**config.mk**
```make
export PLATFORM = sky130hd
export DESIGN_NAME = kcache_ctrl
export DESIGN_NICKNAME = d
export VERILOG_FILES = /design/src/hw/rtl/assert_macros.svh /design/src/hw/rtl/kcache_pkg.sv /design/src/hw/rtl/kcache_ctrl.sv
export SDC_FILE = /design/constraint.sdc
export NUM_CORES = 1
export LEC_CHECK = 0
export BUFFER_PORTS_ARGS = -buffer_cell sky130_fd_sc_hd__clkbuf_2
export CAP_MARGIN = 10
export CORE_AREA = 2 2 39 41
export DETAILED_ROUTE_END_ITERATION = 12
export DIE_AREA = 0 0 41 43
export PLACE_DENSITY = 0.56
export SLEW_MARGIN = 15
export SYNTH_ARGS = -nofsm -noshare
export SYNTH_HDL_FRONTEND = slang
export SYNTH_SLANG_ARGS = --single-unit
```
**constraint.sdc**
```tcl
create_clock -name clk -period 1.9 [get_ports clk]
set_clock_uncertainty 0.2 [all_clocks]
set_input_delay 0.19 -clock clk [delete_from_list [all_inputs] [get_ports clk]]
set_output_delay 0.19 -clock clk [all_outputs]
set_load 0.005 [all_outputs]
```
**src/hw/rtl/assert_macros.svh**
```systemverilog
// Assertion helper macros for the RTL folder.
`ifndef ASSERT_MACROS_SVH
`define ASSERT_MACROS_SVH
`ifndef ASSERT_OFF
// Implication checked on every clock edge outside reset.
`define ASSERT_IMPL(label, clk, rst, ante, cons) \
  label: assert property (@(posedge clk) disable iff (rst) (ante) |-> (cons)) \
    else $error("assertion failed");
// Condition that must hold on every clock edge outside reset.
`define ASSERT_ALWAYS(label, clk, rst, cond) \
  label: assert property (@(posedge clk) disable iff (rst) (cond)) \
    else $error("assertion failed");
`else
`define ASSERT_IMPL(label, clk, rst, ante, cons)
`define ASSERT_ALWAYS(label, clk, rst, cond)
`endif
`endif

```
**src/hw/rtl/kcache_pkg.sv**
```systemverilog
// ----------------------------------------------------------------------------
// kcache_pkg
// Shared types, codes and defaults for the keyed tile cache.
// ----------------------------------------------------------------------------
package kcache_pkg;

  localparam int DefCapacity   = 64;
  localparam int DefCoordBits  = 16;
  localparam int TimeBits      = 48;
  localparam int CfgDataBits   = 32;
  localparam int CfgIdxBits    = 2;
  localparam int SlotBits      = 6;
  localparam int CountBits     = 7;

  localparam logic [31:0] ResetCleanupPeriod = 32'd1000000;
  localparam logic [6:0]  ResetMaxEntries    = 7'd48;
  localparam logic [31:0] ResetMinResidency  = 32'd5000000;

  // register indexes
  localparam logic [CfgIdxBits-1:0] RegCleanupPeriod = 2'd0;
  localparam logic [CfgIdxBits-1:0] RegMaxEntries    = 2'd1;
  localparam logic [CfgIdxBits-1:0] RegMinResidency  = 2'd2;

  // result kinds
  localparam logic [1:0] KindHit     = 2'd0;
  localparam logic [1:0] KindInsert  = 2'd1;
  localparam logic [1:0] KindFull    = 2'd2;
  localparam logic [1:0] KindEvict   = 2'd3;

  typedef enum logic [3:0] {
    ST_IDLE,
    ST_SCAN,
    ST_APPLY,
    ST_EMIT_ACC,
    ST_CHECK,
    ST_MIN_SCAN,
    ST_MIN_DONE,
    ST_EMIT_EV
  } kc_state_t;

  // controller -> datapath
  typedef struct packed {
    logic load;       // capture input word
    logic scan_clr;   // reset scan state
    logic scan_step;  // process one slot
    logic apply;      // update table with access result
    logic cleanup;    // record cleanup time, latch excess
    logic evict;      // drop the chosen slot
    logic emit_acc;   // load output with access word
    logic emit_ev;    // load output with eviction word
    logic emit_last;  // last flag for the emitted word
  } kc_cmd_t;

  // datapath -> controller
  typedef struct packed {
    logic scan_done;
    logic do_cleanup;
    logic need_evict;  // count above limit after access
    logic min_ok;      // a candidate exists and is old enough
    logic more_evict;  // another eviction follows this one
    logic first_pass;  // no eviction done yet in this pass
  } kc_stat_t;

endpackage

```
**src/hw/rtl/kcache_ctrl.sv**
```systemverilog
// ----------------------------------------------------------------------------
// kcache_ctrl
// Sequencer: slot scan, table update, cleanup check and eviction loop.
// ----------------------------------------------------------------------------
module kcache_ctrl (
  input  logic               clk,
  input  logic               rst,
  input  logic               in_valid,
  output logic               in_stall,
  input  logic               out_free,
  input  kcache_pkg::kc_stat_t stat,
  output kcache_pkg::kc_cmd_t  cmd
);
  import kcache_pkg::*;

  kc_state_t state, state_next;

  // state register
  always_ff @(posedge clk) begin
    if (rst) state <= ST_IDLE;
    else     state <= state_next;
  end

  // next state; the oldest entry is found before the access word leaves,
  // so the last flag of every word is known when it is emitted
  always_comb begin
    state_next = state;
    unique case (state)
      ST_IDLE:     if (in_valid) state_next = ST_SCAN;
      ST_SCAN:     if (stat.scan_done) state_next = ST_APPLY;
      ST_APPLY:    state_next = ST_CHECK;
      ST_CHECK:    state_next = (stat.do_cleanup && stat.need_evict) ? ST_MIN_SCAN
                                                                     : ST_EMIT_ACC;
      ST_EMIT_ACC: if (out_free) state_next = stat.min_ok ? ST_EMIT_EV : ST_IDLE;
      ST_MIN_SCAN: if (stat.scan_done) state_next = ST_MIN_DONE;
      ST_MIN_DONE: state_next = stat.first_pass ? ST_EMIT_ACC : ST_EMIT_EV;
      ST_EMIT_EV:  if (out_free) state_next = stat.more_evict ? ST_MIN_SCAN : ST_IDLE;
      default:     state_next = ST_IDLE;
    endcase
  end

  // outputs
  always_comb begin
    cmd = '0;
    in_stall = 1'b1;
    unique case (state)
      ST_IDLE: begin
        in_stall = 1'b0;
        cmd.load = in_valid;
        cmd.scan_clr = in_valid;
      end
      ST_SCAN:  cmd.scan_step = 1'b1;
      ST_APPLY: cmd.apply = 1'b1;
      ST_CHECK: begin
        cmd.cleanup = stat.do_cleanup;
        cmd.scan_clr = 1'b1;
      end
      ST_EMIT_ACC: if (out_free) begin
        cmd.emit_acc = 1'b1;
        cmd.emit_last = !stat.min_ok;
      end
      ST_MIN_SCAN: cmd.scan_step = 1'b1;
      ST_MIN_DONE: ;
      ST_EMIT_EV: if (out_free) begin
        cmd.emit_ev = 1'b1;
        cmd.evict = 1'b1;
        cmd.emit_last = !stat.more_evict;
        cmd.scan_clr = 1'b1;
      end
      default: ;
    endcase
  end

endmodule

```
==> results of run 1 <==
-- routing by layer --
layer  up-vias  global-route usage
met2        12               0.141
met5         -                   0
met3         2             0.00524
met1       179               0.150
li1        211                   -
met4         0              0.0533
-- how the worst min path moves through the flow --
| stage | slack [ps] | cells after the start | end |
|---|---|---|---|
| 2_1_floorplan | 160 | 2 | state[2]$_SDFFE_PP0P_ |
| 3_3_place_gp | 300 | 3 | state[2]$_SDFFE_PP0P_ |
| 3_5_place_dp | 300 | 3 | state[2]$_SDFFE_PP0P_ |
| 4_1_cts | 60 | 3 | state[2]$_SDFFE_PP0P_ |
| 5_1_grt | 80 | 3 | state[2]$_SDFFE_PP0P_ |
| 6_report | 60 | 3 | state[2]$_SDFFE_PP0P_ |
-- critical path, cell delays in order (launching register included) --
cell and delay (ps):
dfxtp_1 620, nand2_1 160, o32ai_1 260, clkbuf_2 160
-- power groups by stage --
stage | Sequential, W | Clock [W] | Combinational [W]
CTS | 0.000190 | 0.000113 | 0.000359
global route | 0.000205 | 0.000115 | 0.000404
detailed placement | 0.000192 | 0 | 0.000357
global placement | 0.000187 | 0 | 0.000355
floorplan | 0.000116 | 0 | 0.000348
finish | 0.000191 | 0.000109 | 0.000355
-- cells in the final DEF, fill, tap and decap left out, drive strengths merged --
cell type,Yosys,layout
nor2b,2,2
and3,3,3
o32ai,1,1
or2,1,1
nand2,7,7
clkbuf,1,23
a211o,1,1
a21oi,1,1
a2111oi,1,1
nor4,1,1
inv,5,5
o211ai,1,1
nand2b,3,3
or3,1,1
a31oi,1,1
nor3,1,1
nand4,1,1
o21ai,7,7
nor2,6,6
dfxtp,3,3
-- per-stage QoR --
| stage | area [um^2] | cells | worst slack, ps |
|---|---|---|---|
| 2_1_floorplan | 344 | 51 | 543 |
| 3_3_place_gp | 425 | 82 | 338 |
| 3_5_place_dp | 425 | 82 | 257 |
| 4_1_cts | 452 | 86 | 90.3 |
| 5_1_grt | 452 | 86 | 1.11 |
| 6_report | 452 | 86 | 83.8 |
-- cells by family (layout without fill, tap and decap cells) --
logic type / count (synthesis) / in the layout
and+or+nand+nor: 26 / 26
AOI/OAI and AO/OA: 13 / 13
buffers and inverters: 9 / 28
DFF: 3 / 3
-- cell type report --
type | instances | area (um^2)
Fill cell | 171 | 932
Multi-Input combinational cell | 39 | 231
Timing Repair Buffer | 19 | 95.1
Sequential cell | 3 | 60.1
Clock buffer | 4 | 26.3
Tap cell | 16 | 20.0
Inverter | 5 | 18.8
==> flow_summary.yaml, run 1 <==
run_status:
  status: "completed"
timing:
  hold_ws_ps: 63.1
  worst_pin_slew_ps: 497
  final.period_utilization: 0.956
  hold_viol_final: 0
  rsz0062_at_grt: "false"
  tns_ps: 0
  maxSlewHeadroom: 0.668
  period_needed_ps: 1820
  max_freq_mhz: 551
  finalSetupViolCount: 0
  slew_violations: 0
floorplanning:
  fp.dieW_um: 41
  die_area_um2: 1760
  start_util: 0.249
  num_io_pins: 20
  rows: 14
  core_region_area_um2: 1380
  die_h_um: 43
yosys:
  ys_seq_elements: 3
  synth-compound-area-share: 0.251
  ys_async_sr_fraction: 0
  synth_top_flop_cell: "dfxtp_1"
  ys_seq_area_frac: 0.175
  syn_inst: 51
  synth_top_area_share: 0.175
  ys_types: 25
  synth_top_cell_by_area: "dfxtp_1"
  yosys.cell_count.top_type: "nand2_1"
  syn_nets: 61
  synth_edf_count: 0
  synth_top_family_by_area: "simple AND/OR/NAND/NOR gates"
  yosys.area_share.adder: 0
  synth_area_um2: 344
  synth_area_leaders: "dfxtp_1 (17%), o21ai_0 (7.3%), buf_6 (6.5%)"
  ys_warn_count: 0
  synth_mux_area_frac: 0
  syn-mean-instance-area_um2: 6.75
  synth-simple-area-share: 0.422
  synthXorXnorAreaFrac: 0
  ys_top_cells_by_count: "nand2_1 (6), inv_1 (5), nor2_1 (5), o21ai_0 (5)"
route:
  wl_met1_um: 392
  drc: 0
  met3WireLength_um: 45
  drtIter0Drc: 7
  wl_per_cell_um: 9.84
  postRouteWirelength_um: 846
  top_layer: "met4"
  dr.pass1.iters: 2
  antenna_left: 0
  drt-vias-per-instance: 4.70
  vias: 404
  routed-wl-met2_um: 400
critical_path:
  critPathLaunchType: "flip-flop"
  setup.worst_path.end: "cmd[0]"
  crit_type: "reg2out"
  crit_path_start: "state[0]$_SDFFE_PP0P_"
  worstPathArrival_ps: 1430
  r2r_setup_slack_ps: 250
  critPathMaxFanout: 14
  r2r_cells: 4
  r2r_start: "state[0]$_SDFFE_PP0P_"
  cp-end-kind: "output pin"
  critical_path_required_ps: 1510
  timing.rr.end: "state[2]$_SDFFE_PP0P_"
power_and_ir_drop:
  p_switching_w: 0.000302
  seq_power_share: 0.291
  p_total_w: 0.000655
  cellPowerDensity_nw_per_um2: 1450
  p_leak_nw: 0.237
  clockPowerShare: 0.166
  swShare: 0.461
  p_int_w: 0.000353
  peakVddDrop_mv: 0.400
  p_comb_frac: 0.542
global_routing:
  grt_max_degree: 15
  overflow: 0
  antenna_found_initial: 0
  grt_pass1_wl_mm: 1.26
  grt_pass1_vias: 328
  grt_use_total: 0.101
finish:
  reg.largest.list: "state (3)"
  fin_util: 0.326
  n_antenna_cell: 0
  drive_gt1_frac: 0.386
  largest_reg_flops: 3
  regMostFlops: "state"
  final_nets: 81
  syn2layout_area_growth_pct: 31.3
cts:
  cts_sinks: 3
  cts_hold_buf: 0
  clockBufferDepth: 2
  clkLatencyLatePin_ps: 230
  clk_pin_slew_ps: 40
  htree_levels: 1
  cts_root_buf: "clkbuf_4"
  postCtsSetupBuffers: 0
  cts_tree: "done"
  cts_resized: 0
  cts_buffers: 3
placed_design:
  gp_congestion: 0.782
  port_buffers: 19
job:
  max_cap_viol_count: 0
min_path:
  hold_path_class: "in2reg"
  min_from: "rst"
Power figures use the tool's default switching activity.
==> run 2: changes to the inputs <==
--- a/config.mk
+++ b/config.mk
@@ -11,6 +11,7 @@
 export DETAILED_ROUTE_END_ITERATION = 12
 export DIE_AREA = 0 0 41 43
 export PLACE_DENSITY = 0.56
+export RECOVER_POWER = 25
 export SLEW_MARGIN = 15
 export SYNTH_ARGS = -nofsm -noshare
 export SYNTH_HDL_FRONTEND = slang
==> run 2 against run 1 <==
Die area is the same. Highest routed layer unchanged. Clock-buffer cell count unchanged. First-iteration DRC count is 14% higher. Flip-flop and latch count unchanged. Worst setup slack gained 61 ps. Clock power is essentially flat. Non-clock buffer count did not move. Largest power group unchanged. Critical path depth stayed put.
==> flow_summary.yaml, run 2 (synthesis results as in run 1) <==
run_status:
  status: "completed"
cts:
  clkLatencyLatePin_ps: 230
  cts_tree: "done"
  cts_hold_buf: 0
  clockBufferDepth: 2
  htree_levels: 1
  cts_buffers: 3
  cts_resized: 0
  postCtsSetupBuffers: 0
  cts_root_buf: "clkbuf_4"
  cts_sinks: 3
  clk_pin_slew_ps: 40
floorplanning:
  start_util: 0.249
  fp.dieW_um: 41
  core_region_area_um2: 1380
  rows: 14
  die_area_um2: 1760
  num_io_pins: 20
  die_h_um: 43
critical_path:
  cp-end-kind: "output pin"
  crit_slowest_cell: "dfxtp_1"
  worstPathArrival_ps: 1370
  r2r_cells: 4
  r2r_start: "state[0]$_SDFFE_PP0P_"
  critical_path_required_ps: 1510
  r2r_setup_slack_ps: 300
  critPathMaxFanout: 14
  crit_type: "reg2out"
  timing.rr.end: "state[2]$_SDFFE_PP0P_"
  cpPeakStageDelay_ps: 580
  crit_chain: "nand2_1 > o32ai_1 > clkbuf_2"
  critPathLaunchType: "flip-flop"
finish:
  n_antenna_cell: 0
  largest_reg_flops: 3
  layoutNonFillerInstCount: 86
  syn2layout_area_growth_pct: 29.1
  drive_gt1_frac: 0.371
  final_cell_mix: "clkbuf_2 (19), nor2_1 (6), o21ai_0 (6), nand2_1 (6), inv_1 (5)"
  reg.largest.list: "state (3)"
  final_cell_area_um2: 444
  layout_commonest_cell: "clkbuf_2"
  fillCellCount: 171
  regMostFlops: "state"
  final_nets: 81
placed_design:
  dpl_cell_area_um2: 425
  port_buffers: 19
  place_ws_ps: 257
  dp.cells: 82
  gp_congestion: 0.782
timing:
  final.period_utilization: 0.924
  maxSlewHeadroom: 0.706
  hold_viol_final: 0
  slew_violations: 0
  tns_ps: 0
  worst_pin_slew_ps: 441
  setup_ws_ps: 145
  rsz0062_at_grt: "false"
  finalSetupViolCount: 0
  max_freq_mhz: 570
  period_needed_ps: 1760
power_and_ir_drop:
  p_comb_frac: 0.543
  p_int_w: 0.000344
  p_switching_w: 0.000292
  swShare: 0.460
  p_total_w: 0.000636
  p_leak_nw: 0.235
  seq_power_share: 0.286
  peakVddDrop_mv: 0.386
  cellPowerDensity_nw_per_um2: 1430
  clockPowerShare: 0.171
global_routing:
  grt_use_total: 0.101
  antenna_found_initial: 0
  grt_pass1_wl_mm: 1.26
  grt_max_degree: 15
  overflow: 0
  grt_pass1_vias: 328
route:
  antenna_left: 0
  wl_per_cell_um: 9.95
  vias: 407
  dr.pass1.iters: 2
  drt-vias-per-instance: 4.73
  postRouteWirelength_um: 856
  drtIter0Drc: 8
  drc: 0
min_path:
  min_to: "state[2]$_SDFFE_PP0P_"
  min_delay_path_depth: 3
  min_from: "rst"
  hold_path_class: "in2reg"
job:
  max_cap_viol_count: 0
-- run 2: changes by cell type in the layout (fill, tap and decap cells not counted) --
cell | before | now
nor2_1 | 5 | 6
o21ai_0 | 5 | 6
nor2_4 | 1 | 0
o21ai_1 | 2 | 1
-- run 2: through the flow --
| step | utilization | hold slack, ps |
|---|---|---|
| final | 0.321 | 63.0 |
| after global routing | 0.321 | 77.7 |
| after CTS | 0.326 | 59.2 |
| after detailed placement | 0.307 | 297 |
| after global placement | 0.307 | 302 |
| after floorplan | - | 156 |
-- run 2: final cells by class --
type	instances	area [um^2]	area share
flip-flops and latches	3	60.1	0.135
inverters	5	18.8	0.0423
repair buffers	19	95.1	0.214
well taps	16	20.0	0.0451
clock buffers	4	26.3	0.0592
multi-input cells	39	224	0.504
-- run 2: power by group through the flow --
stage	Clock [W]	Combinational (W)	Sequential, W
after detailed placement	0	0.000357	0.000192
after floorplan	0	0.000348	0.000116
final	0.000109	0.000345	0.000182
after global routing	0.000115	0.000395	0.000194
after global placement	0	0.000355	0.000187
after CTS	0.000113	0.000359	0.000190
-- run 2: worst max-delay path by stage --
stage / startpoint / end / slack [ps]
6_report: state[0]$_SDFFE_PP0P_ / cmd[0] / 140
5_1_grt: state[0]$_SDFFE_PP0P_ / cmd[0] / 60
4_1_cts: state[0]$_SDFFE_PP0P_ / cmd[0] / 90
3_5_place_dp: state[0]$_SDFFE_PP0P_ / state[2]$_SDFFE_PP0P_ / 260
3_3_place_gp: state[0]$_SDFFE_PP0P_ / state[2]$_SDFFE_PP0P_ / 340
2_1_floorplan: state[2]$_SDFFE_PP0P_ / cmd[8] / 540
-- run 2: metal layers --
metal / track usage / part of all wire
met5: 0 / 0
met1: 0.150 / 0.47
met2: 0.141 / 0.46
met3: 0.00524 / 0.054
met4: 0.0533 / 0.0093
-- run 2: critical path, delay by kind of cell, from the launching register on --
family	cells	cell delay, ps
compound gates	1	250
buf+inv	1	160
flops	1	580
simple gates	1	150
